$ cat src/rtl/core/stj_pkg.sv
// ----------------------------------------------------------------------------
// stj_pkg
// Shared types and constants of the series tuple join: field widths, command
// and result codes, and the words that pass between front, back and queue.
// ----------------------------------------------------------------------------
package stj_pkg;

    localparam int OP_W    = 2;
    localparam int ID_W    = 64;
    localparam int TS_W    = 64;
    localparam int VAL_W   = 64;
    localparam int SLOT_W  = 6;
    localparam int MASK_W  = 58;
    localparam int CNT_W   = 6;
    localparam int KIND_W  = 2;
    localparam int CFG_W   = 64;
    localparam int CFG_IDX_W = 1;

    localparam int MAX_SERIES_DEF = 58;
    localparam logic [SLOT_W-1:0] NUM_SERIES_RST = SLOT_W'(1);

    // Input queue and result queue depths
    localparam int IQ_DEPTH = 2;
    localparam int RQ_DEPTH = 4;

    // Input op codes
    localparam logic [OP_W-1:0] OP_SAMPLE = 2'd0;
    localparam logic [OP_W-1:0] OP_WRITE  = 2'd1;
    localparam logic [OP_W-1:0] OP_FLUSH  = 2'd2;

    // Configuration register indexes
    localparam logic [CFG_IDX_W-1:0] CFG_NUM_SERIES = 1'b0;
    localparam logic [CFG_IDX_W-1:0] CFG_OUT_ID     = 1'b1;

    typedef enum logic [1:0] {
        CMD_SAMPLE,
        CMD_WRITE,
        CMD_FLUSH
    } cmd_t;

    typedef enum logic [KIND_W-1:0] {
        KIND_VALUE  = 2'd0,
        KIND_HEADER = 2'd1,
        KIND_DROP   = 2'd2
    } kind_t;

    typedef struct packed {
        cmd_t              cmd;
        logic [ID_W-1:0]   series_id;
        logic [TS_W-1:0]   timestamp;
        logic [VAL_W-1:0]  value_bits;
        logic [SLOT_W-1:0] slot;
    } item_t;

    // Head of the input queue as seen by the back end
    typedef struct packed {
        logic  valid;
        item_t item;
    } fq_t;

    typedef struct packed {
        kind_t             kind;
        logic [TS_W-1:0]   time_out;
        logic [ID_W-1:0]   id_out;
        logic [VAL_W-1:0]  value_out;
        logic [SLOT_W-1:0] slot_out;
        logic [MASK_W-1:0] presence_mask;
        logic [CNT_W-1:0]  value_count;
        logic              last;
    } res_t;

endpackage

$ cat src/rtl/core/stj_back.sv
// ----------------------------------------------------------------------------
// stj_back
// Executes queued commands: owns the slot id table, scans it one slot a
// cycle, tracks the pending tuple and emits values, headers and drops.
// ----------------------------------------------------------------------------
module stj_back #(
    parameter int MAX_SERIES = stj_pkg::MAX_SERIES_DEF
) (
    input  logic                             clk,
    input  logic                             rst_n,
    input  logic                             cfg_we,
    input  logic [stj_pkg::CFG_IDX_W-1:0]    cfg_index,
    input  logic [stj_pkg::CFG_W-1:0]        cfg_data,
    input  stj_pkg::fq_t                     head,
    output logic                             take,
    output logic                             res_push,
    output stj_pkg::res_t                    res_word,
    input  logic                             res_full
);

    localparam int AW = (MAX_SERIES > 1) ? $clog2(MAX_SERIES) : 1;
    localparam int SW = stj_pkg::SLOT_W;
    localparam logic [SW-1:0] MAX_N = SW'(MAX_SERIES);

    typedef enum logic [2:0] {
        S_IDLE,
        S_SCAN,
        S_VAL,
        S_HDR,
        S_DROP
    } state_t;

    state_t                         state_reg, state_next;
    logic [SW-1:0]                  num_series_reg, num_series_next;
    logic [stj_pkg::ID_W-1:0]       out_id_reg, out_id_next;
    stj_pkg::item_t                 cur_reg, cur_next;
    logic [SW-1:0]                  scan_ptr_reg, scan_ptr_next;
    logic                           pend_reg, pend_next;
    logic [SW-1:0]                  pend_idx_reg, pend_idx_next;
    logic [SW-1:0]                  match_reg, match_next;
    logic                           rescan_reg, rescan_next;
    logic [SW-1:0]                  next_slot_reg, next_slot_next;
    logic [stj_pkg::CNT_W-1:0]      held_count_reg, held_count_next;
    logic [stj_pkg::MASK_W-1:0]     held_mask_reg, held_mask_next;
    logic [stj_pkg::TS_W-1:0]       tuple_time_reg, tuple_time_next;

    logic [stj_pkg::ID_W-1:0]       slot_mem [MAX_SERIES];
    logic [stj_pkg::ID_W-1:0]       rd_data_reg;
    logic                           mem_we;
    logic                           rd_en;

    logic [SW-1:0]                  n_used;
    logic                           hit;
    logic                           more;
    logic                           held;
    logic [SW-1:0]                  slot_inc;
    logic                           close_after;

    assign n_used      = (num_series_reg > MAX_N) ? MAX_N : num_series_reg;
    assign hit         = pend_reg && (rd_data_reg == cur_reg.series_id);
    assign more        = (scan_ptr_reg < n_used);
    assign held        = (held_count_reg != '0);
    assign slot_inc    = match_reg + 1'b1;
    assign close_after = (slot_inc >= n_used);

    always_comb
    begin
        state_next      = state_reg;
        num_series_next = num_series_reg;
        out_id_next     = out_id_reg;
        cur_next        = cur_reg;
        scan_ptr_next   = scan_ptr_reg;
        pend_next       = pend_reg;
        pend_idx_next   = pend_idx_reg;
        match_next      = match_reg;
        rescan_next     = rescan_reg;
        next_slot_next  = next_slot_reg;
        held_count_next = held_count_reg;
        held_mask_next  = held_mask_reg;
        tuple_time_next = tuple_time_reg;
        take            = 1'b0;
        mem_we          = 1'b0;
        rd_en           = 1'b0;
        res_push        = 1'b0;
        res_word        = '0;

        if (cfg_we)
        begin
            case (cfg_index)
                stj_pkg::CFG_NUM_SERIES: num_series_next = cfg_data[SW-1:0];
                stj_pkg::CFG_OUT_ID:     out_id_next     = cfg_data;
                default:                 ;
            endcase
        end

        case (state_reg)
            S_IDLE:
            begin
                if (head.valid)
                begin
                    take     = 1'b1;
                    cur_next = head.item;
                    case (head.item.cmd)
                        stj_pkg::CMD_WRITE:
                        begin
                            mem_we = 1'b1;
                        end
                        stj_pkg::CMD_FLUSH:
                        begin
                            if (held)
                            begin
                                rescan_next = 1'b0;
                                state_next  = S_HDR;
                            end
                        end
                        stj_pkg::CMD_SAMPLE:
                        begin
                            scan_ptr_next = next_slot_reg;
                            pend_next     = 1'b0;
                            state_next    = S_SCAN;
                        end
                        default:
                        begin
                        end
                    endcase
                end
            end

            S_SCAN:
            begin
                if (!hit && more)
                begin
                    // Issue the next slot read; the compare follows in the next cycle
                    rd_en         = 1'b1;
                    pend_next     = 1'b1;
                    pend_idx_next = scan_ptr_reg;
                    scan_ptr_next = scan_ptr_reg + 1'b1;
                end
                else
                begin
                    pend_next = 1'b0;
                    if (held && (!hit || cur_reg.timestamp != tuple_time_reg))
                    begin
                        // Close the pending tuple, then rescan from slot zero
                        rescan_next = 1'b1;
                        state_next  = S_HDR;
                    end
                    else if (!hit)
                    begin
                        state_next = S_DROP;
                    end
                    else
                    begin
                        match_next = pend_idx_reg;
                        state_next = S_VAL;
                    end
                end
            end

            S_VAL:
            begin
                if (!res_full)
                begin
                    res_push           = 1'b1;
                    res_word.kind      = stj_pkg::KIND_VALUE;
                    res_word.time_out  = held ? tuple_time_reg : cur_reg.timestamp;
                    res_word.id_out    = cur_reg.series_id;
                    res_word.value_out = cur_reg.value_bits;
                    res_word.slot_out  = match_reg;
                    res_word.last      = !close_after;
                    if (!held)
                    begin
                        tuple_time_next = cur_reg.timestamp;
                    end
                    held_mask_next  = held_mask_reg
                                    | (stj_pkg::MASK_W'(1) << match_reg);
                    held_count_next = held_count_reg + 1'b1;
                    next_slot_next  = slot_inc;
                    if (close_after)
                    begin
                        rescan_next = 1'b0;
                        state_next  = S_HDR;
                    end
                    else
                    begin
                        state_next = S_IDLE;
                    end
                end
            end

            S_HDR:
            begin
                if (!res_full)
                begin
                    res_push               = 1'b1;
                    res_word.kind          = stj_pkg::KIND_HEADER;
                    res_word.time_out      = tuple_time_reg;
                    res_word.id_out        = out_id_reg;
                    res_word.presence_mask = held_mask_reg;
                    res_word.value_count   = held_count_reg;
                    res_word.last          = !rescan_reg;
                    held_count_next        = '0;
                    held_mask_next         = '0;
                    next_slot_next         = '0;
                    if (rescan_reg)
                    begin
                        rescan_next   = 1'b0;
                        scan_ptr_next = '0;
                        pend_next     = 1'b0;
                        state_next    = S_SCAN;
                    end
                    else
                    begin
                        state_next = S_IDLE;
                    end
                end
            end

            S_DROP:
            begin
                if (!res_full)
                begin
                    res_push          = 1'b1;
                    res_word.kind     = stj_pkg::KIND_DROP;
                    res_word.time_out = cur_reg.timestamp;
                    res_word.id_out   = cur_reg.series_id;
                    res_word.last     = 1'b1;
                    state_next        = S_IDLE;
                end
            end

            default:
            begin
                state_next = S_IDLE;
            end
        endcase
    end

    always_ff @(posedge clk or negedge rst_n)
    begin
        if (!rst_n)
        begin
            state_reg      <= S_IDLE;
            num_series_reg <= stj_pkg::NUM_SERIES_RST;
            out_id_reg     <= '0;
            scan_ptr_reg   <= '0;
            pend_reg       <= 1'b0;
            rescan_reg     <= 1'b0;
            next_slot_reg  <= '0;
            held_count_reg <= '0;
            held_mask_reg  <= '0;
            tuple_time_reg <= '0;
        end
        else
        begin
            state_reg      <= state_next;
            num_series_reg <= num_series_next;
            out_id_reg     <= out_id_next;
            scan_ptr_reg   <= scan_ptr_next;
            pend_reg       <= pend_next;
            rescan_reg     <= rescan_next;
            next_slot_reg  <= next_slot_next;
            held_count_reg <= held_count_next;
            held_mask_reg  <= held_mask_next;
            tuple_time_reg <= tuple_time_next;
        end
    end

    always_ff @(posedge clk)
    begin
        cur_reg      <= cur_next;
        pend_idx_reg <= pend_idx_next;
        match_reg    <= match_next;
    end

    // Slot id table: one write port, one registered read port
    always_ff @(posedge clk)
    begin
        if (mem_we)
        begin
            slot_mem[head.item.slot[AW-1:0]] <= head.item.series_id;
        end
        if (rd_en)
        begin
            rd_data_reg <= slot_mem[scan_ptr_reg[AW-1:0]];
        end
    end

endmodule

$ cat config.mk
export PLATFORM = sky130hd
export DESIGN_NAME = stj_back
export DESIGN_NICKNAME = d
export VERILOG_FILES = /design/src/rtl/core/stj_pkg.sv /design/src/rtl/core/stj_back.sv
export SDC_FILE = /design/constraint.sdc
export NUM_CORES = 2
export LEC_CHECK = 0
export ABC_CLOCK_PERIOD_IN_PS = 10200
export BUFFER_PORTS_ARGS = -buffer_cell sky130_fd_sc_hd__buf_2
export CAP_MARGIN = 10
export CORE_MARGIN = 4
export CORE_UTILIZATION = 55
export CTS_CLUSTER_DIAMETER = 200
export CTS_CLUSTER_SIZE = 12
export DETAILED_ROUTE_END_ITERATION = 7
export PLACE_DENSITY = 0.86
export REMOVE_ABC_BUFFERS = 1
export SKIP_CTS_REPAIR_TIMING = 1
export SYNTH_ARGS = -nofsm -noshare
export SYNTH_HDL_FRONTEND = slang
export SYNTH_SLANG_ARGS = --single-unit
$ cat constraint.sdc
create_clock -name clk -period 10.2 [get_ports clk]
set_clock_uncertainty 0.2 [all_clocks]
set_input_delay 2.04 -clock clk [delete_from_list [all_inputs] [get_ports clk]]
set_output_delay 2.04 -clock clk [all_outputs]
set_load 0.02 [all_outputs]
### Word level (Yosys, flattened, before mapping)

Memory sizes are Yosys's and may differ from the RTL's. A register that Yosys moved wholly into a read port is not among the register bits.
Index checks and enable logic that the tools add are counted.

* flip-flop bits (word level): 419
* memory bits (writable): 3712
* output and inout bits: 267
* memories kept: 1

Memories
* slot_mem: depth 58, bits a word 64, read ports 1, clocked after memory_dff 1, wr ports 1, RTL line stj_back.sv:47 `logic [stj_pkg::ID_W-1:0] slot_mem [MAX_SERIES];`

* add/sub/neg operators: 3
* magnitude comparators: 3
* equality and inequality tests: 22
* shifts and indexed selects: 1
* mux-type cells: 62
* bitwise gates (word level): 5
* reduce and logical (&&, ||, !) cells: 25

Operators with widths (number)
* $pmux 130 s3: 1
* $mux 198: 1
* $mux 130: 1
* $mux 129: 1
* $mux 64: 2
* $mux 58: 2
* $pmux 58 s2: 1
* $mux 70: 1
* $mux 65: 1
* $eq 64x64->1: 1
* $ne 64x64->1: 1
* $or 58x58->58: 1
* $shl 1x6->58 const A: 1
* $mux 6: 9
* $mux 1: 25
* $mux 3: 8
* $pmux 6 s2: 2
* $ne 2x2->1 const B: 10
* $add 6x1->6 const B: 3
* $pmux 6 s3: 1
* $pmux 3 s5: 1
* $reduce_and 2->1: 5
* $reduce_and 9->1: 1
* $reduce_and 7->1: 1
* other kinds (30): 40

### Depth between registers and ports, before layout

* word-level depth: 8
* gate-level depth with buffers: 13
* gate-level depth less buffers: 12

### Worst setup path after synthesis

No wires, ideal clock.

* kind: in2reg
* from: input port head[200] in the netlist's numbering
* to: memory slot_mem[47][0] in the netlist's numbering, enable pin
* setup time: 487 ps
* arrival time: 10205 ps
* required time: 9513 ps
* path slack: -691 ps
* cell stages on the path: 4
* cell sequence: and2_1 -> and3_1 -> nand3_1 -> nor2_1

* cells in the longest elaborated chain, start to end: 4

Ends and longest elaborated chain
* from (decl): RTL line stj_back.sv:14 `input stj_pkg::fq_t head,`
* $mux 1: RTL line stj_back.sv:99 `if (head.valid)`
* $mux 1: RTL line stj_back.sv:96 `case (state_reg)`
* $mux 1: RTL line stj_back.sv:279 `if (mem_we)`
* $mux 1 (implied by the code): RTL line stj_back.sv:281 `slot_mem[head.item.slot[AW-1:0]] <= head.item.series_id;`
* to (decl): RTL line stj_back.sv:47

Every way passes these cells.

==> impl_metrics.ini <==
[critical_path]
critPathCaptureType = primary output
max_stage_delay_ps = 760
crit_fanout = 64
worstSetupStartpointType = primary input
critPathMostFrequentCell = buf_2
rr_worst_depth = 8
cp_slowest_cell = nand2_2
worstPathArrival_ps = 4870
critical_path_class = in -> out
required_ps = 7960
crit_chain = buf_2 -> inv_1 -> nand2b_1 -> nor2_4 -> nand2_1 -> buf_4 -> nand2_2 -> a22o_1 -> buf_2

[synthesis]
yosys.area.top_type = edfxtp_1
syn_avg_cell_area_um2 = 22.8
ys_seq_area_frac = 0.773
ys_seq_elements = 4195
synthFlopType = edfxtp_1
synthCells = 7074
netlist_area_um2 = 162000
ys_warn_count = 0
ys_async_sr_fraction = 0.0513
synth_area_leaders = edfxtp_1, mux4_2, dfrtp_1
synth_edf_count = 3980
synth_top_area_frac = 0.740
synth.distinct_cells = 57

[floorplanning]
rows = 198
die_y_um = 550
start_util = 0.554
core_area_um2 = 292000
die_width_um = 550
ios = 537
die_area_um2 = 303000

[final_layout]
final_layout_size_suffix_gt1_frac = 0.314
seq_area_um2 = 125000
fillCellCount = 18163
post-route-util = 0.619
final_nets = 8073
largest_reg_flops = 3712
multi_input_area_um2 = 35700
synthToLayoutAreaGrowth_pct = 11.9
instances_no_fill = 11888

[global_route]
grtUsageTotal = 0.355
grt_pass1_vias = 87744
grt_pass1_wl_um = 734000
grt-ovfl-total = 0
grt_max_degree = 149
grt_antenna_before_repair = 88

[timing]
rsz0062_at_grt = no
setup_slack_ps = 3090
drv_slew = 0
worst_pin_slew_ps = 1450
max_freq_ghz = 0.141
slew_headroom = 0.0308
setup_tns_ps = 0
setup_viol = 0
fin_crit_sh = 0.697
post-route-min-period_ps = 7110
finalHoldViolCount = 0

[clock_tree]
path_clk_slew_ps = 60
clock_sink_count = 4195
clk_latency_ps = 990
cts_tree = built
cts_buffers = 387
clk_path_buf_depth = 4
clockRootBuffer = clkbuf_16
htree_levels = 5

[detailed_routing]
antenna_left = 0
vias = 88708
drt-total-wl_um = 538000
via_per_inst = 7.46
drc = 212
dr.first_iter.drc_count = 17911
drtPass1Iterations = 8
wl_per_cell_um = 45.2

[placed_design]
portBuffers = 536
hpwl_um = 280000
pre_cts_ws_ps = 3150
globalplace.congestion = 0.968
dp_cells = 11291

[min_path]
hold_depth = 0
hp-class = reg -> reg

[flow_run]
drv_cap = 0

[power_and_ir_drop]
p_leak_nw = 58.1
peakVddDrop_mv = 0.289
powerDensity_nw_per_um2 = 257

[run_status]
violations = DRC
outcome = finished, violations left
-- worst paths after layout --
path	startpoint	to	slack (ps)
setup / recovery	res_full	res_word[232]	3090
hold / removal	pend_idx_reg[3]	match_reg[3]	220
setup reg to reg	state_reg[0]	slot_mem[38][9]	3830
hold reg to reg	pend_idx_reg[3]	match_reg[3]	220
max in group asynchronous	rst_n	out_id_reg[5]	7350
min in group asynchronous	rst_n	out_id_reg[1]	870
-- synthesized netlist by cell type, types with 51 or more instances --
master	number
nand4_1	51
a21oi_1	127
mux4_2	1135
edfxtp_1	3980
clkbuf_1	271
nor2b_1	72
xnor2_1	117
mux2_2	150
buf_1	79
and3_1	72
a22o_1	131
dfrtp_1	214
and2_1	73
a211oi_1	65
nand2_1	59
nor2_1	153
mux2i_1	81
-- through the flow --
| step | hold slack [ps] | power, W | cell area (um2) |
|---|---|---|---|
| floorplan | 200 | 0.0296 | 160000 |
| global placement | 202 | 0.0320 | 170000 |
| detailed placement | 206 | 0.0326 | 170000 |
| CTS | 221 | 0.0462 | 181000 |
| global route | 229 | 0.0477 | 181000 |
| finish | 221 | 0.0465 | 181000 |
-- layout make-up --
class                           count  area share
Sequential cell                  4195       0.691
Timing Repair Buffer              706      0.0238
Tap cell                         3900      0.0270
Antenna cell                       51    0.000706
Clock buffer                      516      0.0567
Inverter                           19    0.000422
Clock inverter                     25     0.00308
Multi-Input combinational cell   2476       0.197
-- power breakdown --
group / total, W / internal (W) / switching, W
clock network: 0.0134 / 0.00699 / 0.00645
logic: 0.0128 / 0.00561 / 0.00722
registers: 0.0203 / 0.0196 / 0.000713
-- layout by cell type, fill, tap and decap left out, types with 5 or more instances in the layout --
| cell type | count |
|---|---|
| nor2_1 | 91 |
| inv_1 | 17 |
| buf_2 | 536 |
| edfxtp_1 | 3980 |
| ha_1 | 18 |
| buf_12 | 27 |
| buf_4 | 141 |
| o21ai_0 | 36 |
| a21oi_1 | 127 |
| inv_16 | 5 |
| and2_1 | 71 |
| dfrtp_1 | 208 |
| a22o_1 | 131 |
| diode_2 | 51 |
| nor2_4 | 62 |
| nand2_1 | 56 |
| nand4_1 | 51 |
| nand3_1 | 22 |
| mux4_2 | 1135 |
| nor2b_1 | 72 |
| dfrtp_4 | 5 |
| nor4_1 | 13 |
| or3_1 | 5 |
| clkbuf_1 | 125 |
| clkbuf_16 | 390 |
| xnor2_1 | 115 |
| mux2_2 | 150 |
| nand3b_1 | 6 |
| mux2i_1 | 81 |
| and3_1 | 72 |
| a211oi_1 | 65 |
| clkinv_16 | 12 |
| nand2b_1 | 35 |
| a31oi_1 | 8 |
| o2111ai_1 | 6 |
| nor3_1 | 9 |
-- routing by layer --
metal	routed length [um]	global-route usage	vias up
met2	254000	0.554	10359
li1	-	-	31189
met4	45100	0.229	64
met5	584	0.00407	-
met1	158000	0.424	44674
met3	80400	0.122	2422
-- critical path, delay by kind of cell --
kind / cells / cell delay (ps)
AO/OA/AOI/OAI: 1 / 470
AND/OR/NAND/NOR: 4 / 1500
buffers and inverters: 4 / 820
-- cell families (layout without fill, tap and decap cells) --
kind of cell,after synthesis,in the layout,synth area share
flops,4195,4195,0.773
simple gates,582,582,0.0192
fa+ha+maj,18,18,0.00139
other cells,0,51,0
xor+xnor,120,120,0.00655
mux,1367,1367,0.174
compound gates,389,389,0.0167
buf+inv,403,1266,0.00968
Note: power is estimated with default switching activity, not from simulation.
