==> src/rtl/core/stj_pkg.sv <==
// ----------------------------------------------------------------------------
// stj_pkg
// Shared types and constants of the series tuple join: field widths, command
// and result codes, and the words that pass between front, back and queue.
// ----------------------------------------------------------------------------
package stj_pkg;

    localparam int OP_W    = 2;
    localparam int ID_W    = 64;
    localparam int TS_W    = 64;
    localparam int VAL_W   = 64;
    localparam int SLOT_W  = 6;
    localparam int MASK_W  = 58;
    localparam int CNT_W   = 6;
    localparam int KIND_W  = 2;
    localparam int CFG_W   = 64;
    localparam int CFG_IDX_W = 1;

    localparam int MAX_SERIES_DEF = 58;
    localparam logic [SLOT_W-1:0] NUM_SERIES_RST = SLOT_W'(1);

    // Input queue and result queue depths
    localparam int IQ_DEPTH = 2;
    localparam int RQ_DEPTH = 4;

    // Input op codes
    localparam logic [OP_W-1:0] OP_SAMPLE = 2'd0;
    localparam logic [OP_W-1:0] OP_WRITE  = 2'd1;
    localparam logic [OP_W-1:0] OP_FLUSH  = 2'd2;

    // Configuration register indexes
    localparam logic [CFG_IDX_W-1:0] CFG_NUM_SERIES = 1'b0;
    localparam logic [CFG_IDX_W-1:0] CFG_OUT_ID     = 1'b1;

    typedef enum logic [1:0] {
        CMD_SAMPLE,
        CMD_WRITE,
        CMD_FLUSH
    } cmd_t;

    typedef enum logic [KIND_W-1:0] {
        KIND_VALUE  = 2'd0,
        KIND_HEADER = 2'd1,
        KIND_DROP   = 2'd2
    } kind_t;

    typedef struct packed {
        cmd_t              cmd;
        logic [ID_W-1:0]   series_id;
        logic [TS_W-1:0]   timestamp;
        logic [VAL_W-1:0]  value_bits;
        logic [SLOT_W-1:0] slot;
    } item_t;

    // Head of the input queue as seen by the back end
    typedef struct packed {
        logic  valid;
        item_t item;
    } fq_t;

    typedef struct packed {
        kind_t             kind;
        logic [TS_W-1:0]   time_out;
        logic [ID_W-1:0]   id_out;
        logic [VAL_W-1:0]  value_out;
        logic [SLOT_W-1:0] slot_out;
        logic [MASK_W-1:0] presence_mask;
        logic [CNT_W-1:0]  value_count;
        logic              last;
    } res_t;

endpackage

==> src/rtl/core/stj_front.sv <==
// ----------------------------------------------------------------------------
// stj_front
// Accepts input words, decodes the op and drops words that do nothing
// (unused op, slot write out of range); keeps the rest in a short queue.
// ----------------------------------------------------------------------------
module stj_front #(
    parameter int MAX_SERIES = stj_pkg::MAX_SERIES_DEF
) (
    input  logic                            clk,
    input  logic                            rst_n,
    input  logic                            push,
    output logic                            full,
    input  logic [stj_pkg::OP_W-1:0]        op,
    input  logic [stj_pkg::ID_W-1:0]        series_id,
    input  logic [stj_pkg::TS_W-1:0]        timestamp,
    input  logic [stj_pkg::VAL_W-1:0]       value_bits,
    input  logic [stj_pkg::SLOT_W-1:0]      slot,
    output stj_pkg::fq_t                    head,
    input  logic                            take
);

    localparam int DEPTH = stj_pkg::IQ_DEPTH;
    localparam int PTR_W = (DEPTH > 1) ? $clog2(DEPTH) : 1;
    localparam int CNT_W = $clog2(DEPTH + 1);
    localparam logic [stj_pkg::SLOT_W-1:0] MAX_N = stj_pkg::SLOT_W'(MAX_SERIES);

    stj_pkg::item_t    entry_reg [DEPTH];
    logic [PTR_W-1:0]  wptr_reg, wptr_next;
    logic [PTR_W-1:0]  rptr_reg, rptr_next;
    logic [CNT_W-1:0]  count_reg, count_next;

    stj_pkg::item_t    item_in;
    logic              keep;
    logic              enq;

    // Classify the incoming word
    always_comb
    begin
        item_in.series_id  = series_id;
        item_in.timestamp  = timestamp;
        item_in.value_bits = value_bits;
        item_in.slot       = slot;
        item_in.cmd        = stj_pkg::CMD_SAMPLE;
        keep               = 1'b0;
        case (op)
            stj_pkg::OP_SAMPLE:
            begin
                item_in.cmd = stj_pkg::CMD_SAMPLE;
                keep        = 1'b1;
            end
            stj_pkg::OP_WRITE:
            begin
                item_in.cmd = stj_pkg::CMD_WRITE;
                keep        = (slot < MAX_N);
            end
            stj_pkg::OP_FLUSH:
            begin
                item_in.cmd = stj_pkg::CMD_FLUSH;
                keep        = 1'b1;
            end
            default:
            begin
                keep = 1'b0;
            end
        endcase
    end

    assign full = (count_reg == CNT_W'(DEPTH));
    assign enq  = push && !full && keep;

    assign head.valid = (count_reg != '0);
    assign head.item  = entry_reg[rptr_reg];

    always_comb
    begin
        wptr_next  = wptr_reg;
        rptr_next  = rptr_reg;
        count_next = count_reg;
        if (enq)
        begin
            wptr_next = (wptr_reg == PTR_W'(DEPTH - 1)) ? '0 : wptr_reg + 1'b1;
        end
        if (take)
        begin
            rptr_next = (rptr_reg == PTR_W'(DEPTH - 1)) ? '0 : rptr_reg + 1'b1;
        end
        if (enq && !take)
        begin
            count_next = count_reg + 1'b1;
        end
        else if (take && !enq)
        begin
            count_next = count_reg - 1'b1;
        end
    end

    always_ff @(posedge clk or negedge rst_n)
    begin
        if (!rst_n)
        begin
            wptr_reg  <= '0;
            rptr_reg  <= '0;
            count_reg <= '0;
        end
        else
        begin
            wptr_reg  <= wptr_next;
            rptr_reg  <= rptr_next;
            count_reg <= count_next;
        end
    end

    always_ff @(posedge clk)
    begin
        if (enq)
        begin
            entry_reg[wptr_reg] <= item_in;
        end
    end

endmodule

==> config.mk <==
export PLATFORM = sky130hd
export DESIGN_NAME = stj_front
export DESIGN_NICKNAME = d
export VERILOG_FILES = /design/src/rtl/core/stj_pkg.sv /design/src/rtl/core/stj_front.sv
export SDC_FILE = /design/constraint.sdc
export NUM_CORES = 1
export LEC_CHECK = 0
export BUFFER_PORTS_ARGS = -buffer_cell sky130_fd_sc_hd__buf_4
export CAP_MARGIN = 20
export CORE_MARGIN = 5
export CORE_UTILIZATION = 54
export CTS_BUF_LIST = sky130_fd_sc_hd__clkbuf_8
export DETAILED_ROUTE_END_ITERATION = 8
export PLACE_DENSITY = 0.79
export SETUP_SLACK_MARGIN = 0.02
export SLEW_MARGIN = 20
export SYNTH_ARGS = -nofsm -noshare
export SYNTH_HDL_FRONTEND = slang
export SYNTH_SLANG_ARGS = --single-unit
==> constraint.sdc <==
create_clock -name clk -period 10.66 [get_ports clk]
set_clock_uncertainty 0.05 [all_clocks]
set_input_delay 1.066 -clock clk [delete_from_list [all_inputs] [get_ports clk]]
set_output_delay 1.066 -clock clk [all_outputs]
set_load 0.01 [all_outputs]
* Word-level counts from Yosys, hierarchy flattened
Memory sizes are Yosys's and may differ from the RTL's.
Cells that the tools add are included.
** Storage, ports and cells
- Output and inout port bits :: 202
- Bits in writable memories :: 400
- Memories :: 1
- Logic and storage cells :: 31
- Bits in registers :: 4
** Cells by class
- Order comparisons :: 1
- Reduce and logical (&&, ||, !) cells :: 11
- Equal/unequal tests :: 3
- Add/subtract/negate cells :: 4
- Multiplexer cells :: 8
** Memory list
- entry_reg :: depth 2, bits a word 200, rd ports 1, clocked after memory_dff 0, write ports 1, line stj_front.sv:27 : stj_pkg::item_t entry_reg [DEPTH];
** Operator list (count)
- $lt 6x6->1 const B :: 1
- $eq 2x2->1 const B :: 2
- $logic_and 1x1->1 :: 4
- $mux 1 :: 4
- $mux 2 :: 2
- $pmux 2 s2 :: 1
- $reduce_bool 2->1 :: 2
- $logic_not 1->1 :: 3
- $add 1x1->1 const B :: 2
- $add 2x1->2 const B :: 1
- $eq 2x1->1 const B :: 1
- $logic_not 2->1 :: 1
- $pmux 1 s2 :: 1
- $reduce_or 2->1 :: 1
- $sub 2x1->2 const B :: 1

* Depth between registers and ports, before layout
Gate-level depths: netlist of run 1.
- Depth in word-level cells :: 8
- Mapped depth :: 7
- Gate-level depth less buffers :: 7

* Worst setup path before layout of run 1
Ideal clock, no wire load.
- Path type :: input-to-reg
- Start point :: in push
- End point :: mem entry_reg[0][0] (netlist bit) (enable)
- Stages :: 3
- Setup slack :: 0.122 ns
- Arrival time :: 9.724 ns
- Buffers on the path :: 0
- Cell sequence :: a21boi_0 > o211ai_2 > nor2_1
** Between the ends
- Longest elaborated chain between the ends :: 4
** Ends and longest elaborated chain
- from (decl) :: line stj_front.sv:11 : input logic push,
- $logic_and 1x1->1 (2 in a row) :: line stj_front.sv:69 : assign enq = push && !full && keep;
- $mux 1 :: line stj_front.sv:115 : if (enq)
- $mux 1 (not written as such) :: line stj_front.sv:117 : entry_reg[wptr_reg] <= item_in;
- to (decl) :: line stj_front.sv:27
No other way between the ends.

==> impl_metrics.json, run 1 <==
{
  "status": "finished clean",
  "ys_seq_area_share_pct": 82.2,
  "setup_tns_ns": 0,
  "die_w_um": 175,
  "dp_hpwl_um": 21900,
  "ant_nets": 0,
  "synthesis.nets": 852,
  "min_period_ns": 4.12,
  "cts_sinks": 404,
  "wl_per_cell_um": 21.4,
  "dp_slack_ns": 6.53,
  "hp-class": "input port to asynchronous set/reset pin",
  "synth_cell_types": 16,
  "num_vias": 7699,
  "row_count": 60,
  "grt_pass1_wl_um": 46900,
  "viasPerCell": 5.18,
  "h-tree-depth": 2,
  "clk_pin_slew_ns": 0.06,
  "final_core_util_pct": 70.8,
  "ys_top_cells_by_area": "edfxtp_1, mux2_2, buf_6",
  "portBuffers": 405,
  "n_antenna_cell": 0,
  "clockBufferDepth": 3,
  "post-route-period-util_pct": 38.7,
  "yosysTopAreaCell": "edfxtp_1",
  "cts_inserted_buffers": 60,
  "synth_top_area_share_pct": 81.5,
  "floorplan.initialDensity_pct": 54.7,
  "cp-start-kind": "register",
  "cp.arrival_ns": 3.00,
  "grt_max_degree": 81,
  "core_area_mm2": 0.0270,
  "cts_tree": "built",
  "syn_to_final_growth_pct": 29.5,
  "finalSetupViolCount": 0,
  "synthArstFlopShare_pct": 0.990,
  "synth_edf_count": 400,
  "p_per_area_mw_per_mm2": 249,
  "p_seq_share_pct": 45.5,
  "criticalPathCategory": "register to output port",
  "grt.total_usage_pct": 19.9,
  "p_leak_nw": 7.18,
  "first_iter_violations": 482,
  "worstSetupEndpointType": "output port",
  "drv_cap": 0,
  "ctsHoldBuffers": 0,
  "rr_worst_depth": 5,
  "synthTopCellsByCount": "edfxtp_1, mux2_2, buf_6",
  "grt_pass1_vias": 8235,
  "vdd_drop_max_mv": 0.169,
  "synth.ff_latch_count": 404,
  "layout_setup_ws_ns": 6.54,
  "drive_above_1_share_pct": 59.5,
  "die_h_um": 175,
  "combPwrFrac_pct": 31.7,
  "hold_viol": 0,
  "grt_overflow": 0,
  "slew_headroom_pct": 26.7,
  "synth.avg_cell_area_um2": 22.8,
  "final-max-slew-violation-count": 0,
  "synth_most_common_cell": "edfxtp_1",
  "post_cts_resized": 0,
  "clk_latency_ns": 0.56,
  "gp_congestion": 0.790,
  "first_pass_iters": 4,
  "drc_errors": 0,
  "internal_power_mw": 3.39,
  "synth_warnings": 0,
  "pin_count": 406,
  "totalWireLength_um": 31800,
  "clock_power_share_pct": 22.8,
  "grt_setup_unrepaired": "no",
  "syn_inst": 647,
  "cts-root-buf": "clkbuf_8",
  "fmax_mhz": 243,
  "synthFlopType": "edfxtp_1",
  "die_area_mm2": 0.0307,
  "netSwitchingFraction_pct": 28.7,
  "antenna_found_initial": 1,
  "post-cts-setup-buffers": 0,
  "crit_fanout": 80,
  "tightest_slew_ns": 1.10,
  "layout.nets": 1305,
  "required_ns": 9.54,
  "switching_power_mw": 1.37,
  "netlist_area_mm2": 0.0147,
  "largest_reg_flops": 400
}
## worst paths after layout
check | slack, ns | from | to
min in group clk | 0.45 | count_reg[1]$_DFFE_PN0P_ | count_reg[1]$_DFFE_PN0P_
setup reg to reg | 7.38 | count_reg[0]$_DFFE_PN0P_ | entry_reg[1][176]$_DFFE_PP_
setup / recovery | 6.54 | rptr_reg$_DFFE_PN0P_ | head[181]
hold reg to reg | 0.45 | count_reg[1]$_DFFE_PN0P_ | count_reg[1]$_DFFE_PN0P_
max in group asynchronous | 10.20 | rst_n | rptr_reg$_DFFE_PN0P_
hold / removal | 0.23 | rst_n | wptr_reg$_DFFE_PN0N_
## stage by stage
step / hold slack [ns] / total power, mW / cells / instance area (µm²)
floorplan: 0.406 / 3.13 / 647 / 14700
global placement: 0.423 / 3.69 / 1379 / 18000
detailed placement: 0.443 / 3.72 / 1379 / 18000
CTS: 0.187 / 4.82 / 1487 / 19100
global route: 0.191 / 4.98 / 1487 / 19100
finish: 0.234 / 4.75 / 1487 / 19100
## worst max-delay path, stage by stage, from the launching register on
cell and delay [ns]:
dfrtp_4 0.84, buf_4 0.87, mux2_2 0.44, buf_4 0.15
## layout by cell type (no fill, tap or decap)
| master | count |
|---|---|
| dfrtp_4 | 1 |
| clkbuf_8 | 61 |
| nand4_1 | 1 |
| o211ai_2 | 1 |
| dfrtp_1 | 3 |
| or2_2 | 1 |
| xor2_1 | 3 |
| buf_4 | 413 |
| clkinv_2 | 2 |
| ha_1 | 1 |
| nor2_1 | 2 |
| nor2_4 | 2 |
| clkinv_1 | 23 |
| nor2b_1 | 2 |
| edfxtp_1 | 400 |
| bufinv_16 | 1 |
| a21boi_0 | 1 |
| xnor2_1 | 2 |
| nand2b_1 | 1 |
| inv_1 | 25 |
| mux2_2 | 200 |
## logic make-up (layout without fill, tap and decap cells)
family | Yosys count | count (layout) | share of synthesized area, %
xor+xnor | 5 | 5 | 0.297
simple gates | 9 | 9 | 0.314
fa+ha+maj | 1 | 1 | 0.0849
flops | 404 | 404 | 82.2
mux | 200 | 200 | 15.3
buf+inv | 26 | 525 | 1.74
compound gates | 2 | 2 | 0.136
## final cells by class
class | count | area [µm²]
clock buffers | 61 | 840
fillers | 1669 | 7860
inverters | 4 | 15.0
flip-flops and latches | 404 | 12100
well taps | 341 | 427
clock inverters | 47 | 205
multi-input cells | 217 | 2390
repair buffers | 413 | 3100
## power groups by stage
stage,clock network [mW],registers (mW),logic [mW]
floorplan,0,2.24,0.891
global placement,0,2.18,1.52
detailed placement,0,2.20,1.52
CTS,1.12,2.17,1.53
global route,1.20,2.18,1.60
finish,1.09,2.16,1.51
## routing by layer
layer	wire (µm)	track usage (%)
met2	15900	33.8
met5	19	0
met3	3670	8.98
met4	768	6.28
met1	11400	22.7
Note: power is estimated with default switching activity, not from simulation.
==> run 2: changes to the inputs <==
--- a/config.mk
+++ b/config.mk
@@ -5,6 +5,7 @@
 export SDC_FILE = /design/constraint.sdc
 export NUM_CORES = 1
 export LEC_CHECK = 0
+export ABC_AREA = 1
 export BUFFER_PORTS_ARGS = -buffer_cell sky130_fd_sc_hd__buf_4
 export CAP_MARGIN = 20
 export CORE_MARGIN = 5
==> constraint.sdc (replaced) <==
create_clock -name clk -period 4.04 [get_ports clk]
set_clock_uncertainty 0.05 [all_clocks]
set_input_delay 0.404 -clock clk [delete_from_list [all_inputs] [get_ports clk]]
set_output_delay 0.404 -clock clk [all_outputs]
set_load 0.01 [all_outputs]
==> run 2 against run 1 <==
Sequential cell count unchanged. Critical path depth is the same. Critical endpoint is now head[192]. Power grew to 2.7 times the previous value. Largest cell class unchanged. Highest routed layer is now met4. Sequential power increased to 2.6 times the previous value. Non-clock buffer count up 207. Clock power rose to 2.7 times the previous value.
==> impl_metrics.json, run 2 <==
{
  "cp-start-kind": "register",
  "worstSetupEndpointType": "output port",
  "synthesis.nets": 860,
  "ctsHoldBuffers": 200,
  "drc_errors": 0,
  "synth.ff_latch_count": 404,
  "setup_tns_ns": 0,
  "die_h_um": 175,
  "cts-root-buf": "clkbuf_8",
  "min_from": "op[1]",
  "hp-class": "input port to register",
  "nFillCells": 1319,
  "portBuffers": 405,
  "criticalPathCategory": "register to output port",
  "final-max-slew-violation-count": 0,
  "fmax_mhz": 334,
  "h-tree-depth": 2,
  "post_cts_resized": 0,
  "synthFlopType": "edfxtp_1",
  "min_period_ns": 3.00,
  "first_pass_iters": 7,
  "drive_above_1_share_pct": 51.3,
  "cp.arrival_ns": 2.54,
  "synthTopCellsByCount": "edfxtp_1, mux2_2, buf_6",
  "grt_max_degree": 105,
  "synth_most_common_cell": "edfxtp_1",
  "min_path_cells": 2,
  "post-cts-setup-buffers": 0,
  "syn_to_final_growth_pct": 44.3,
  "grt_pass1_vias": 9888,
  "required_ns": 3.59,
  "drv_cap": 0,
  "final_cells": 1712,
  "grt_setup_unrepaired": "no",
  "clockBufferDepth": 3,
  "status": "finished clean",
  "grt_overflow": 0,
  "ys_top_cells_by_area": "edfxtp_1, mux2_2, buf_6",
  "synth_edf_count": 400,
  "rr_worst_depth": 7,
  "ant_nets": 0,
  "synth_warnings": 0,
  "synth_cell_types": 15,
  "cts_inserted_buffers": 61,
  "multi_input_area_mm2": 0.00239,
  "layout.nets": 1521,
  "final_common_cell": "buf_4",
  "tightest_slew_ns": 0.856,
  "totalWireLength_um": 38100,
  "pin_count": 406,
  "post-route-period-util_pct": 74.2,
  "cts_tree": "built",
  "row_count": 60,
  "hold_viol": 0,
  "dp_cells": 1394,
  "antenna_found_initial": 5,
  "yosysTopAreaCell": "edfxtp_1",
  "vdd_drop_max_mv": 0.420,
  "grt_pass1_wl_um": 57200,
  "synthArstFlopShare_pct": 0.990,
  "floorplan.initialDensity_pct": 54.7,
  "num_vias": 8840,
  "core_area_mm2": 0.0270,
  "gp_congestion": 0.770,
  "clk_pin_slew_ns": 0.06,
  "r2r_slack_ns": 1.41,
  "grt.total_usage_pct": 24.2,
  "synth.avg_cell_area_um2": 22.5,
  "cts_sinks": 404,
  "netlist_area_mm2": 0.0147,
  "min_to": "entry_reg[0][198]$_DFFE_PP_",
  "finalSetupViolCount": 0,
  "r2r-start": "count_reg[1]$_DFFE_PN0P_",
  "die_w_um": 175,
  "ys_seq_area_share_pct": 82.1,
  "clk_latency_ns": 0.59,
  "largest_reg_flops": 400,
  "wl_per_cell_um": 22.3,
  "synth_top_area_share_pct": 81.5,
  "reg2reg_to": "entry_reg[0][97]$_DFFE_PP_",
  "die_area_mm2": 0.0307,
  "crit_fanout": 53,
  "p_leak_nw": 8.12,
  "dp_hpwl_um": 21800,
  "final-seq-area_mm2": 0.0121,
  "viasPerCell": 5.16,
  "final_cell_mix": "buf_4, edfxtp_1, mux2_2, dlygate4sd3_1, clkbuf_8",
  "p_per_area_mw_per_mm2": 609,
  "first_iter_violations": 514,
  "syn_inst": 655,
  "slew_headroom_pct": 43.0
}
run 2: changes by cell type in the layout (fill, tap and decap cells not counted), sizes merged, moves of 2 or more:
cell,change
dlygate4sd3,+200
buf,+7
inv,+6
diode,+5
nand2,+5
clkinvlp,+3
clkbuf,+2
nand3,+2
nor2,+2
nor2b,-2
run 2: cell families (layout without fill, tap and decap cells):
logic type / count (synthesis) / after routing / synth area share [%]
compound gates: 3 / 3 / 0.119
xor+xnor: 3 / 3 / 0.178
fa+ha+maj: 1 / 1 / 0.0848
buf+inv: 31 / 742 / 1.87
flops: 404 / 404 / 82.1
mux: 200 / 200 / 15.3
other cells: 0 / 5 / 0
simple gates: 13 / 13 / 0.348
run 2: per-stage QoR:
stage / power, mW / util, % / hold WS, ns / setup WS, ns / instance area, µm²
3_3_place_gp: 9.77 / 67.5 / 0.151 / 1.38 / 18200
6_report: 12.9 / 78.9 / 0.0995 / 1.04 / 21300
4_1_cts: 12.9 / 78.9 / 0.0513 / 0.991 / 21300
3_5_place_dp: 9.85 / 67.5 / 0.152 / 1.33 / 18200
5_1_grt: 13.5 / 78.9 / 0.0844 / 0.930 / 21300
2_1_floorplan: 8.06 / - / 0.0584 / -0.143 / 14800
run 2: layout make-up:
| class | instances | area share (%) |
|---|---|---|
| sequential | 404 | 57.0 |
| timing repair buffer | 620 | 24.5 |
| multi-input combinational | 220 | 11.2 |
| clock buffer | 63 | 4.08 |
| tap | 341 | 2.01 |
| clock inverter | 50 | 0.959 |
| inverter | 9 | 0.176 |
| antenna | 5 | 0.0588 |
run 2: how the worst max path moves through the flow:
stage | depth (start not counted) | slack, ns | from | end
global route | 3 | 0.93 | rptr_reg$_DFFE_PN0P_ | head[123]
detailed placement | 8 | 1.33 | slot[2] | entry_reg[0][158]$_DFFE_PP_
floorplan | 5 | -0.14 | slot[3] | entry_reg[0][0]$_DFFE_PP_
CTS | 3 | 0.99 | rptr_reg$_DFFE_PN0P_ | head[126]
global placement | 8 | 1.38 | slot[2] | entry_reg[0][51]$_DFFE_PP_
finish | 3 | 1.04 | rptr_reg$_DFFE_PN0P_ | head[192]
run 2: critical path, cell delays in order, from the launching register on:
cell     delay, ns
dfrtp_4       0.93
buf_4         0.45
mux2_2        0.41
buf_4         0.15
run 2: routing by layer:
layer | part of all wire [%] | GRT usage, % | vias to the layer above
li1 | - | - | 3938
met1 | 35 | 27.3 | 4395
met2 | 54 | 44.0 | 434
met3 | 8.3 | 6.61 | 73
met4 | 3.0 | 9.03 | 0
met5 | 0 | 0 | -
run 2: power by group:
part	leakage, nW	switching [mW]	internal [mW]
sequential	3.73	0.277	5.45
combinational	3.76	2.07	2.21
clock	0.631	1.51	1.44
