File: config.mk
export PLATFORM = sky130hd
export DESIGN_NAME = stj_res_fifo
export DESIGN_NICKNAME = d
export VERILOG_FILES = /design/src/rtl/core/stj_pkg.sv /design/src/rtl/core/stj_res_fifo.sv
export SDC_FILE = /design/constraint.sdc
export NUM_CORES = 1
export LEC_CHECK = 0
export BUFFER_PORTS_ARGS = -buffer_cell sky130_fd_sc_hd__buf_2
export CAP_MARGIN = 20
export CORE_ASPECT_RATIO = 1.1
export CORE_UTILIZATION = 54
export CTS_CLUSTER_SIZE = 30
export DETAILED_ROUTE_END_ITERATION = 7
export PLACE_DENSITY = 0.76
export SYNTH_ARGS = -nofsm -noshare
export SYNTH_HDL_FRONTEND = slang
export SYNTH_SLANG_ARGS = --single-unit
File: constraint.sdc
create_clock -name clk -period 14.8 [get_ports clk]
set_input_delay 0 -clock clk [delete_from_list [all_inputs] [get_ports clk]]
set_output_delay 0 -clock clk [all_outputs]
set_load 0.05 [all_outputs]
File: src/rtl/core/stj_pkg.sv
// ----------------------------------------------------------------------------
// stj_pkg
// Shared types and constants of the series tuple join: field widths, command
// and result codes, and the words that pass between front, back and queue.
// ----------------------------------------------------------------------------
package stj_pkg;

    localparam int OP_W    = 2;
    localparam int ID_W    = 64;
    localparam int TS_W    = 64;
    localparam int VAL_W   = 64;
    localparam int SLOT_W  = 6;
    localparam int MASK_W  = 58;
    localparam int CNT_W   = 6;
    localparam int KIND_W  = 2;
    localparam int CFG_W   = 64;
    localparam int CFG_IDX_W = 1;

    localparam int MAX_SERIES_DEF = 58;
    localparam logic [SLOT_W-1:0] NUM_SERIES_RST = SLOT_W'(1);

    // Input queue and result queue depths
    localparam int IQ_DEPTH = 2;
    localparam int RQ_DEPTH = 4;

    // Input op codes
    localparam logic [OP_W-1:0] OP_SAMPLE = 2'd0;
    localparam logic [OP_W-1:0] OP_WRITE  = 2'd1;
    localparam logic [OP_W-1:0] OP_FLUSH  = 2'd2;

    // Configuration register indexes
    localparam logic [CFG_IDX_W-1:0] CFG_NUM_SERIES = 1'b0;
    localparam logic [CFG_IDX_W-1:0] CFG_OUT_ID     = 1'b1;

    typedef enum logic [1:0] {
        CMD_SAMPLE,
        CMD_WRITE,
        CMD_FLUSH
    } cmd_t;

    typedef enum logic [KIND_W-1:0] {
        KIND_VALUE  = 2'd0,
        KIND_HEADER = 2'd1,
        KIND_DROP   = 2'd2
    } kind_t;

    typedef struct packed {
        cmd_t              cmd;
        logic [ID_W-1:0]   series_id;
        logic [TS_W-1:0]   timestamp;
        logic [VAL_W-1:0]  value_bits;
        logic [SLOT_W-1:0] slot;
    } item_t;

    // Head of the input queue as seen by the back end
    typedef struct packed {
        logic  valid;
        item_t item;
    } fq_t;

    typedef struct packed {
        kind_t             kind;
        logic [TS_W-1:0]   time_out;
        logic [ID_W-1:0]   id_out;
        logic [VAL_W-1:0]  value_out;
        logic [SLOT_W-1:0] slot_out;
        logic [MASK_W-1:0] presence_mask;
        logic [CNT_W-1:0]  value_count;
        logic              last;
    } res_t;

endpackage

File: src/rtl/core/stj_res_fifo.sv
// ----------------------------------------------------------------------------
// stj_res_fifo
// Result queue between the back end and the output ports.
// ----------------------------------------------------------------------------
module stj_res_fifo (
    input  logic           clk,
    input  logic           rst_n,
    input  logic           wr,
    input  stj_pkg::res_t  wr_word,
    output logic           full,
    output logic           empty,
    input  logic           pop,
    output stj_pkg::res_t  rd_word
);

    localparam int DEPTH = stj_pkg::RQ_DEPTH;
    localparam int PTR_W = (DEPTH > 1) ? $clog2(DEPTH) : 1;
    localparam int CNT_W = $clog2(DEPTH + 1);

    stj_pkg::res_t     entry_reg [DEPTH];
    logic [PTR_W-1:0]  wptr_reg, wptr_next;
    logic [PTR_W-1:0]  rptr_reg, rptr_next;
    logic [CNT_W-1:0]  count_reg, count_next;
    logic              enq;
    logic              deq;

    assign full    = (count_reg == CNT_W'(DEPTH));
    assign empty   = (count_reg == '0);
    assign enq     = wr && !full;
    assign deq     = pop && !empty;
    assign rd_word = entry_reg[rptr_reg];

    always_comb
    begin
        wptr_next  = wptr_reg;
        rptr_next  = rptr_reg;
        count_next = count_reg;
        if (enq)
        begin
            wptr_next = (wptr_reg == PTR_W'(DEPTH - 1)) ? '0 : wptr_reg + 1'b1;
        end
        if (deq)
        begin
            rptr_next = (rptr_reg == PTR_W'(DEPTH - 1)) ? '0 : rptr_reg + 1'b1;
        end
        if (enq && !deq)
        begin
            count_next = count_reg + 1'b1;
        end
        else if (deq && !enq)
        begin
            count_next = count_reg - 1'b1;
        end
    end

    always_ff @(posedge clk or negedge rst_n)
    begin
        if (!rst_n)
        begin
            wptr_reg  <= '0;
            rptr_reg  <= '0;
            count_reg <= '0;
        end
        else
        begin
            wptr_reg  <= wptr_next;
            rptr_reg  <= rptr_next;
            count_reg <= count_next;
        end
    end

    always_ff @(posedge clk)
    begin
        if (enq)
        begin
            entry_reg[wptr_reg] <= wr_word;
        end
    end

endmodule

== Yosys cells after proc, flatten, opt, wreduce, memory -nomap -nowiden ==
Memory sizes are Yosys's and may differ from the RTL's.
Index checks and enable logic that the tools add are counted.

* ROM bits: 0
* Word-level logic and storage cells: 27
* Register bits: 7
* Memory bits (writable): 1,060
* Memories: 1
* Output and inout port bits: 267
* Input port bits: 269
* Latch bits: 0

{| class="wikitable"
|+ Memory list
! memory !! words !! width !! read ports !! clocked after Yosys merged registers in !! wr ports !! RTL line !! RTL
|-
| entry_reg || 4 || 265 || 1 || 0 || 1 || stj_res_fifo.sv:20 || <nowiki>stj_pkg::res_t entry_reg [DEPTH];</nowiki>
|}

* Multiplexer cells: 6
* Reductions and logical operators: 10
* Order comparisons: 0
* Equality and inequality tests: 3
* Add/sub/neg operators: 4
* Bitwise gates (word level): 0
* Shifts and indexed selects: 0
* Multipliers: 0
* Divide/modulo/power cells: 0

{| class="wikitable"
|+ Operators with widths
! operator !! count
|-
| $mux 3 || 2
|-
| $add 2x1->2 const B || 2
|-
| $eq 2x2->1 const B || 2
|-
| $logic_and 1x1->1 || 4
|-
| $logic_not 1->1 || 4
|-
| $mux 2 || 2
|-
| $add 3x1->3 const B || 1
|-
| $eq 3x3->1 const B || 1
|-
| $logic_not 3->1 || 1
|-
| $sub 3x1->3 const B || 1
|-
| $mux 1 || 2
|-
| $reduce_bool 2->1 || 1
|}

== Logic depth before layout (Yosys ltp) ==
Gate-level depths: netlist of run 1.

* Depth in word-level cells: 7
* Depth in mapped cells: 8
* Gate-level depth less buffers: 8

== Least setup slack after synthesis of run 1 ==
Ideal clock, no wire load.

* Kind: reg-to-reg
* Start: register count_reg[2]
* End: memory entry_reg[3][0] in the netlist's numbering (enable)
* Path slack: 2,116 ps
* Arrival time: 11,782 ps
* Path buffers: 0
* Setup time: 902 ps
* Required time: 13,898 ps
* Period minus slack after synthesis: 12,684 ps
* Cell stages (with the launch flop): 3
* Cell sequence: dfrtp_1 -> nor3b_1 -> nor2_1

* Word-level cells in the longest chain between the ends: 5

{| class="wikitable"
|+ Ends and longest elaborated chain
! element !! RTL line !! RTL
|-
| start, declared || stj_res_fifo.sv:23 || <nowiki>logic [CNT_W-1:0] count_reg, count_next;</nowiki>
|-
| start signal, assigned || stj_res_fifo.sv:68 || <nowiki>count_reg <= count_next;</nowiki>
|-
| $eq 3x3->1 || stj_res_fifo.sv:27 || <nowiki>assign full = (count_reg == CNT_W'(DEPTH));</nowiki>
|-
| via full || stj_res_fifo.sv:10 || <nowiki>output logic full,</nowiki>
|-
| $logic_not 1->1 || stj_res_fifo.sv:29 || <nowiki>assign enq = wr && !full;</nowiki>
|-
| $logic_and 1x1->1 || stj_res_fifo.sv:29 ||
|-
| $mux 1 || stj_res_fifo.sv:74 || <nowiki>if (enq)</nowiki>
|-
| $mux 1 (not written as such) || stj_res_fifo.sv:76 || <nowiki>entry_reg[wptr_reg] <= wr_word;</nowiki>
|-
| end, declared || stj_res_fifo.sv:20 ||
|}

The timed path passes the listed nets, and every way through them passes these cells.

==> flow_metrics.py, run 1 <==
metrics = {
    "route": {
        "drc_errors": 0,
        "first_pass_iters": 5,
        "num_vias": 18861,
        "via_per_inst": 5.69,
        "routed_wl_um": 84900,
        "drt-initial-drc-count": 1220,
        "drtAntennaViolNets": 0,
        "routedWlPerCell_um": 25.6,
    },
    "floorplanning": {
        "dieArea_um2": 73500,
        "num_rows": 103,
        "ios": 536,
        "dieWidth_um": 259,
        "start_util_pct": 54.5,
        "dieHeight_um": 284,
        "core-area_um2": 71800,
    },
    "cts": {
        "clkTransAtPathRegs_ns": 0.06,
        "postCtsSetupRepairBufs": 0,
        "ctsRootBufferMaster": "clkbuf_16",
        "clockBufferDepth": 3,
        "cts_buffers": 104,
        "cts_tree": "done",
        "cts_resized": 0,
        "htreeDepth": 3,
        "cts_hold_buf": 269,
        "clk_latency_ns": 0.66,
        "numClockSinks": 1067,
    },
    "sta": {
        "setup_viol": 0,
        "period_share_pct": 34.0,
        "max_clock_freq_mhz": 198,
        "slew_viol_final": 75,
        "maxSlewHeadroom_pct": -12.6,
        "hold_viol": 0,
        "finClkSkew_ns": 0.0218,
        "tns_ns": 0,
        "worst-slew-pin-transition_ns": 1.69,
        "min_period_ns": 5.04,
        "rsz0062_at_grt": "false",
    },
    "worst_setup_path": {
        "timing.reg2reg.setup_slack_ns": 10.99,
        "cp.depth": 5,
        "critPathLaunch": "rptr_reg[0]$_DFFE_PN0P_",
        "path_class": "flip-flop to primary output",
        "cp_top_family": "buffers and inverters",
        "end_kind": "primary output",
        "slowest_stage": "buf_4",
        "start_kind": "flip-flop",
        "critPathMaxStageDelay_ns": 0.90,
        "r2r_cells": 5,
        "cp.required_ns": 14.80,
        "cp_common_cell": "buf_4",
        "rr_startpoint": "count_reg[2]$_DFFE_PN0P_",
        "worstPathMaxFanout": 53,
        "crit_buf_inv": 4,
        "crit_arrival_ns": 5.04,
        "path_cells": "buf_4, buf_4, buf_4, mux4_1, buf_2",
        "reg2reg_to": "entry_reg[1][136]$_DFFE_PP_",
        "endpoint": "rd_word[120]",
    },
    "placed_design": {
        "placedCellCount": 2858,
        "io_buffer_count": 535,
        "dp_hpwl_um": 47500,
        "post_dp_cell_area_um2": 42700,
        "gp_congestion": 0.808,
    },
    "power": {
        "p_leak_nw": 16.9,
        "p_int_mw": 6.50,
        "pwr-share-clk_pct": 22.7,
        "peakVddDrop_uv": 161,
        "power.density_nw_per_um2": 221,
        "switchingPower_mw": 4.24,
        "finalPower_mw": 10.7,
        "seq_power_share_pct": 38.8,
        "power_frac_comb_pct": 38.5,
        "switching_share_pct": 39.4,
    },
    "final_layout": {
        "layout_common_cells": "edfxtp_1, buf_2, dlygate4sd3_1, mux4_2, mux4_1",
        "multi_input_comb_area_um2": 6650,
        "seqCellArea_um2": 32000,
        "layout-drive-gt1-share_pct": 35.9,
        "mostFrequentLayoutCell": "edfxtp_1",
        "fin_cells": 3314,
        "largest_register_ffs": 1060,
        "final_cell_area_um2": 48600,
        "nNetsFinal": 2564,
        "syn_to_final_growth_pct": 24.1,
        "fillers": 4272,
    },
    "global_route": {
        "track_usage_pct": 23.2,
        "overflow": 0,
        "grt_max_degree": 176,
        "grt_pass1_vias": 20166,
        "grt_pass1_wl_um": 126000,
        "antenna_found_initial": 11,
    },
    "yosys": {
        "avgSynthCellArea_um2": 27.5,
        "yosysTopAreaCellShare_pct": 81.3,
        "ys_top_cells_by_area": "edfxtp_1, mux4_2, mux4_1, buf_6, dfrtp_1",
        "synth_cell_type_count": 22,
        "synth_nets": 1698,
        "syn_area_um2": 39100,
        "seq_area_frac_synth_pct": 81.8,
        "syn_inst": 1422,
        "yosys_warnings": 0,
        "yosysTopAreaCell": "edfxtp_1",
        "ys_ff_latch": 1067,
    },
    "run_status": {
        "violations": "max-slew violations",
        "status": "finished, violations left",
    },
    "run": {
        "drv_cap": 0,
    },
    "min_path": {
        "hold_class": "primary input to flip-flop",
    },
}
kinds of logic after synthesis:
family	after synthesis	synth area share (%)
flip-flops	1067	81.8
multiplexers	269	16.5
buffers and inverters	63	1.24
AND/OR/NAND/NOR	11	0.157
adder cells (fa/ha/maj)	7	0.243
XOR/XNOR	3	0.0672
AO/OA/AOI/OAI	2	0.0384
through the flow:
step	hold slack, ns	util (%)	setup WS, ns
floorplan	-0.296	-	2.12
detailed placement	-0.135	59.5	10.28
finish	0.0976	67.7	9.76
global placement	-0.143	59.5	10.33
CTS	0.0398	67.6	9.56
global route	0.0752	67.6	9.34
power groups by stage:
stage	Clock, mW	Sequential [mW]	Combinational (mW)
2_1_floorplan	0	4.24	3.19
4_1_cts	2.47	4.17	4.15
6_report	2.43	4.17	4.13
3_3_place_gp	0	4.18	4.05
3_5_place_dp	0	4.22	4.07
5_1_grt	2.58	4.22	4.28
cell usage after synthesis, drive strengths merged:
cell / n
xor2: 2
nor3b: 1
fa: 1
and2: 3
a21o: 1
nor3: 2
clkbuf: 5
mux2: 4
nand2: 1
mux4: 265
inv: 3
dfrtp: 7
o31ai: 1
nor2: 3
xnor2: 1
buf: 55
edfxtp: 1060
nor2b: 1
ha: 6
metal layers:
metal | vias to the layer above | GRT usage [%] | share of wire, %
met4 | 14 | 8.37 | 3.4
li1 | 8063 | - | -
met3 | 177 | 5.33 | 6.4
met1 | 9888 | 28.5 | 37
met5 | - | 0 | 0.099
met2 | 719 | 40.4 | 53
area by class of cell:
type | count | area share, %
multi-input cells | 292 | 13.7
clock buffers | 127 | 5.58
clock inverters | 53 | 0.886
well taps | 945 | 2.43
diodes | 7 | 0.0361
inverters | 3 | 0.0232
flip-flops and latches | 1067 | 65.9
repair buffers | 820 | 11.4
worst min-delay path by stage:
| stage | from | to | cells past startpoint |
|---|---|---|---|
| 2_1_floorplan | rst_n | count_reg[0]$_DFFE_PN0P_ | 0 |
| 3_3_place_gp | rst_n | count_reg[2]$_DFFE_PN0P_ | 1 |
| 3_5_place_dp | rst_n | count_reg[1]$_DFFE_PN0P_ | 1 |
| 4_1_cts | wr_word[227] | entry_reg[1][227]$_DFFE_PP_ | 2 |
| 5_1_grt | wr_word[44] | entry_reg[2][44]$_DFFE_PP_ | 2 |
| 6_report | wr_word[116] | entry_reg[0][116]$_DFFE_PP_ | 2 |
Note: power is estimated with default switching activity, not from simulation.
==> run 2: changes to the inputs <==
--- a/config.mk
+++ b/config.mk
@@ -5,10 +5,11 @@
 export SDC_FILE = /design/constraint.sdc
 export NUM_CORES = 1
 export LEC_CHECK = 0
+export ABC_AREA = 1
 export BUFFER_PORTS_ARGS = -buffer_cell sky130_fd_sc_hd__buf_2
 export CAP_MARGIN = 20
 export CORE_ASPECT_RATIO = 1.1
-export CORE_UTILIZATION = 54
+export CORE_UTILIZATION = 52
 export CTS_CLUSTER_SIZE = 30
 export DETAILED_ROUTE_END_ITERATION = 7
 export PLACE_DENSITY = 0.76
==> constraint.sdc (replaced) <==
create_clock -name clk -period 4.5 [get_ports clk]
set_input_delay 0 -clock clk [delete_from_list [all_inputs] [get_ports clk]]
set_output_delay 0 -clock clk [all_outputs]
set_load 0.05 [all_outputs]
==> run 2 against run 1 <==
Compared with the run above:
- the flow now finishes without violations
- synthesized area grew 9.5%
- sequential share of layout area shrank 4.9 points
- clock skew shrank 0.0016 ns
- worst hold slack lost 0.0033 ns
- cell area grew 8.0%
- non-clock buffer count grew 30
- critical endpoint is now rd_word[204]
==> flow_metrics.py, run 2 <==
metrics = {
    "worst_setup_path": {
        "path_class": "flip-flop to primary output",
        "crit_arrival_ns": 3.13,
        "reg2reg_to": "entry_reg[3][152]$_DFFE_PP_",
        "start_kind": "flip-flop",
        "timing.reg2reg.setup_slack_ns": 2.27,
        "rr_startpoint": "count_reg[0]$_DFFE_PN0P_",
        "end_kind": "primary output",
        "r2r_cells": 5,
        "critPathLaunch": "rptr_reg[1]$_DFFE_PN0P_",
        "worstPathMaxFanout": 90,
        "cp.required_ns": 4.50,
    },
    "floorplanning": {
        "dieWidth_um": 276,
        "ios": 536,
        "core-area_um2": 81800,
        "dieArea_um2": 83500,
        "start_util_pct": 52.4,
        "dieHeight_um": 303,
        "num_rows": 110,
    },
    "yosys": {
        "yosysTopAreaCellShare_pct": 74.3,
        "yosysTopAreaCell": "edfxtp_1",
        "avgSynthCellArea_um2": 13.6,
        "synth_nets": 3429,
        "synth_most_common_cell": "edfxtp_1",
        "yosys_warnings": 0,
        "ys_top_cells_by_area": "edfxtp_1, o211ai_1, nand2_1, inv_1, o211ai_2",
        "ys_ff_latch": 1067,
        "synth_enable_flop_cells": 1060,
        "seq_area_frac_synth_pct": 74.7,
        "ys_top_cells_by_count": "edfxtp_1, nand2_1, inv_1",
        "synth_cell_type_count": 18,
        "synthArstFlopShare_pct": 0.656,
        "syn_inst": 3153,
        "syn_area_um2": 42800,
        "yosys_most_used_dff": "edfxtp_1",
    },
    "sta": {
        "hold_viol": 0,
        "min_period_ns": 3.13,
        "setup_viol": 0,
        "period_share_pct": 69.6,
        "maxSlewHeadroom_pct": 39.8,
        "slew_viol_final": 0,
        "worst-slew-pin-transition_ns": 0.903,
        "max_clock_freq_mhz": 319,
        "finClkSkew_ns": 0.0202,
        "hold_ws_ns": 0.0943,
        "rsz0062_at_grt": "false",
    },
    "route": {
        "first_pass_iters": 5,
        "num_vias": 26800,
        "drt-initial-drc-count": 2093,
        "drc_errors": 0,
        "routedWlPerCell_um": 18.9,
        "via_per_inst": 5.26,
        "drtAntennaViolNets": 0,
        "routed_wl_um": 96500,
    },
    "run_status": {
        "status": "completed",
    },
    "power": {
        "switchingPower_mw": 17.4,
        "peakVddDrop_uv": 788,
        "pwr-share-clk_pct": 21.3,
        "power.density_nw_per_um2": 742,
        "power_frac_comb_pct": 43.7,
        "p_int_mw": 21.6,
        "seq_power_share_pct": 35.0,
        "switching_share_pct": 44.6,
        "p_leak_nw": 20.8,
    },
    "final_layout": {
        "fin_cells": 5093,
        "final_cell_area_um2": 52500,
        "layout_common_cells": "edfxtp_1, nand2_1, inv_1, buf_2, o211ai_1",
        "nNetsFinal": 4207,
        "syn_to_final_growth_pct": 22.5,
        "layout-drive-gt1-share_pct": 20.9,
        "largest_register_ffs": 1060,
        "mostFrequentLayoutCell": "edfxtp_1",
    },
    "min_path": {
        "min_delay_worst_endpoint": "entry_reg[1][213]$_DFFE_PP_",
        "min_path_cells": 2,
        "min_from": "wr_word[213]",
        "hold_class": "primary input to flip-flop",
    },
    "global_route": {
        "grt_pass1_vias": 26752,
        "grt_pass1_wl_um": 145000,
        "antenna_found_initial": 16,
        "overflow": 0,
        "grt_max_degree": 183,
        "track_usage_pct": 22.6,
    },
    "placed_design": {
        "post_dp_cell_area_um2": 46500,
        "io_buffer_count": 535,
        "dp_hpwl_um": 53800,
        "placedCellCount": 4621,
        "gp_congestion": 0.783,
    },
    "cts": {
        "ctsRootBufferMaster": "clkbuf_16",
        "clkTransAtPathRegs_ns": 0.06,
        "cts_buffers": 103,
        "cts_resized": 0,
        "numClockSinks": 1067,
        "clk_latency_ns": 0.65,
        "cts_tree": "done",
        "postCtsSetupRepairBufs": 0,
        "htreeDepth": 3,
        "clockBufferDepth": 3,
        "cts_hold_buf": 269,
    },
    "run": {
        "drv_cap": 0,
    },
}
-- run 2: cell count changes in the layout (fill, tap and decap cells not counted), sizes merged, moves of 3 or more --
cell      change
nand2       +809
diode         +7
o211ai      +530
clkinv       +10
and2          -3
bufinv        +6
mux2          -4
nor2          +3
buf          +30
inv         +540
mux4        -265
clkinvlp      -5
nand3         +7
-- run 2: cell families (layout without fill, tap and decap cells) --
| logic type | after synthesis | count (layout) | share of synthesized area (%) |
|---|---|---|---|
| buf+inv | 723 | 1585 | 7.18 |
| flops | 1067 | 1067 | 74.7 |
| xor+xnor | 1 | 1 | 0.0204 |
| fa+ha+maj | 7 | 7 | 0.222 |
| other cells | 0 | 14 | 0 |
| compound gates | 531 | 531 | 10.6 |
| simple gates | 824 | 824 | 7.25 |
-- run 2: routing by layer --
layer	up-vias	global-route usage [%]	wire [um]
li1	12588	-	-
met1	12920	26.7	36400
met2	1064	38.9	48800
met3	222	5.67	7880
met4	6	9.98	3350
met5	-	0	31
-- run 2: stage by stage --
step,TNS [ns],worst slack [ns],power (mW),utilization [%]
final,0,1.37,39.0,64.2
after global placement,0,2.03,30.3,56.9
after detailed placement,0,2.04,30.5,56.9
after floorplan,-564.39,-0.544,26.6,-
after CTS,0,1.30,39.0,64.1
after global routing,0,1.19,40.7,64.2
-- run 2: area by class of cell --
| type | count | area, um2 |
|---|---|---|
| tap | 1064 | 1330 |
| sequential | 1067 | 32000 |
| clock inverter | 61 | 509 |
| fill | 5526 | 29300 |
| clock buffer | 128 | 2710 |
| timing repair buffer | 850 | 6020 |
| antenna | 14 | 35.0 |
| multi-input combinational | 1363 | 7800 |
| inverter | 546 | 2060 |
-- run 2: worst max-delay path, stage by stage, from the launching register on --
cell and delay [ns]:
dfrtp_4 0.70, inv_8 0.57, buf_12 0.40, o211ai_1 0.18
nand2_1 0.12, buf_2 0.27
-- run 2: how the worst max path moves through the flow --
stage	to	slack [ns]	cells after the start
floorplan	entry_reg[0][0]$_DFFE_PP_	-0.54	4
global placement	rd_word[148]	2.03	5
detailed placement	rd_word[148]	2.04	5
CTS	rd_word[148]	1.30	5
global route	rd_word[171]	1.19	5
finish	rd_word[204]	1.37	5
-- run 2: power by group through the flow --
stage	sequential, mW	combinational, mW	clock [mW]
floorplan	13.8	12.8	0
global placement	13.7	16.5	0
detailed placement	13.8	16.7	0
CTS	13.6	17.0	8.39
global route	13.8	18.2	8.80
finish	13.6	17.0	8.29
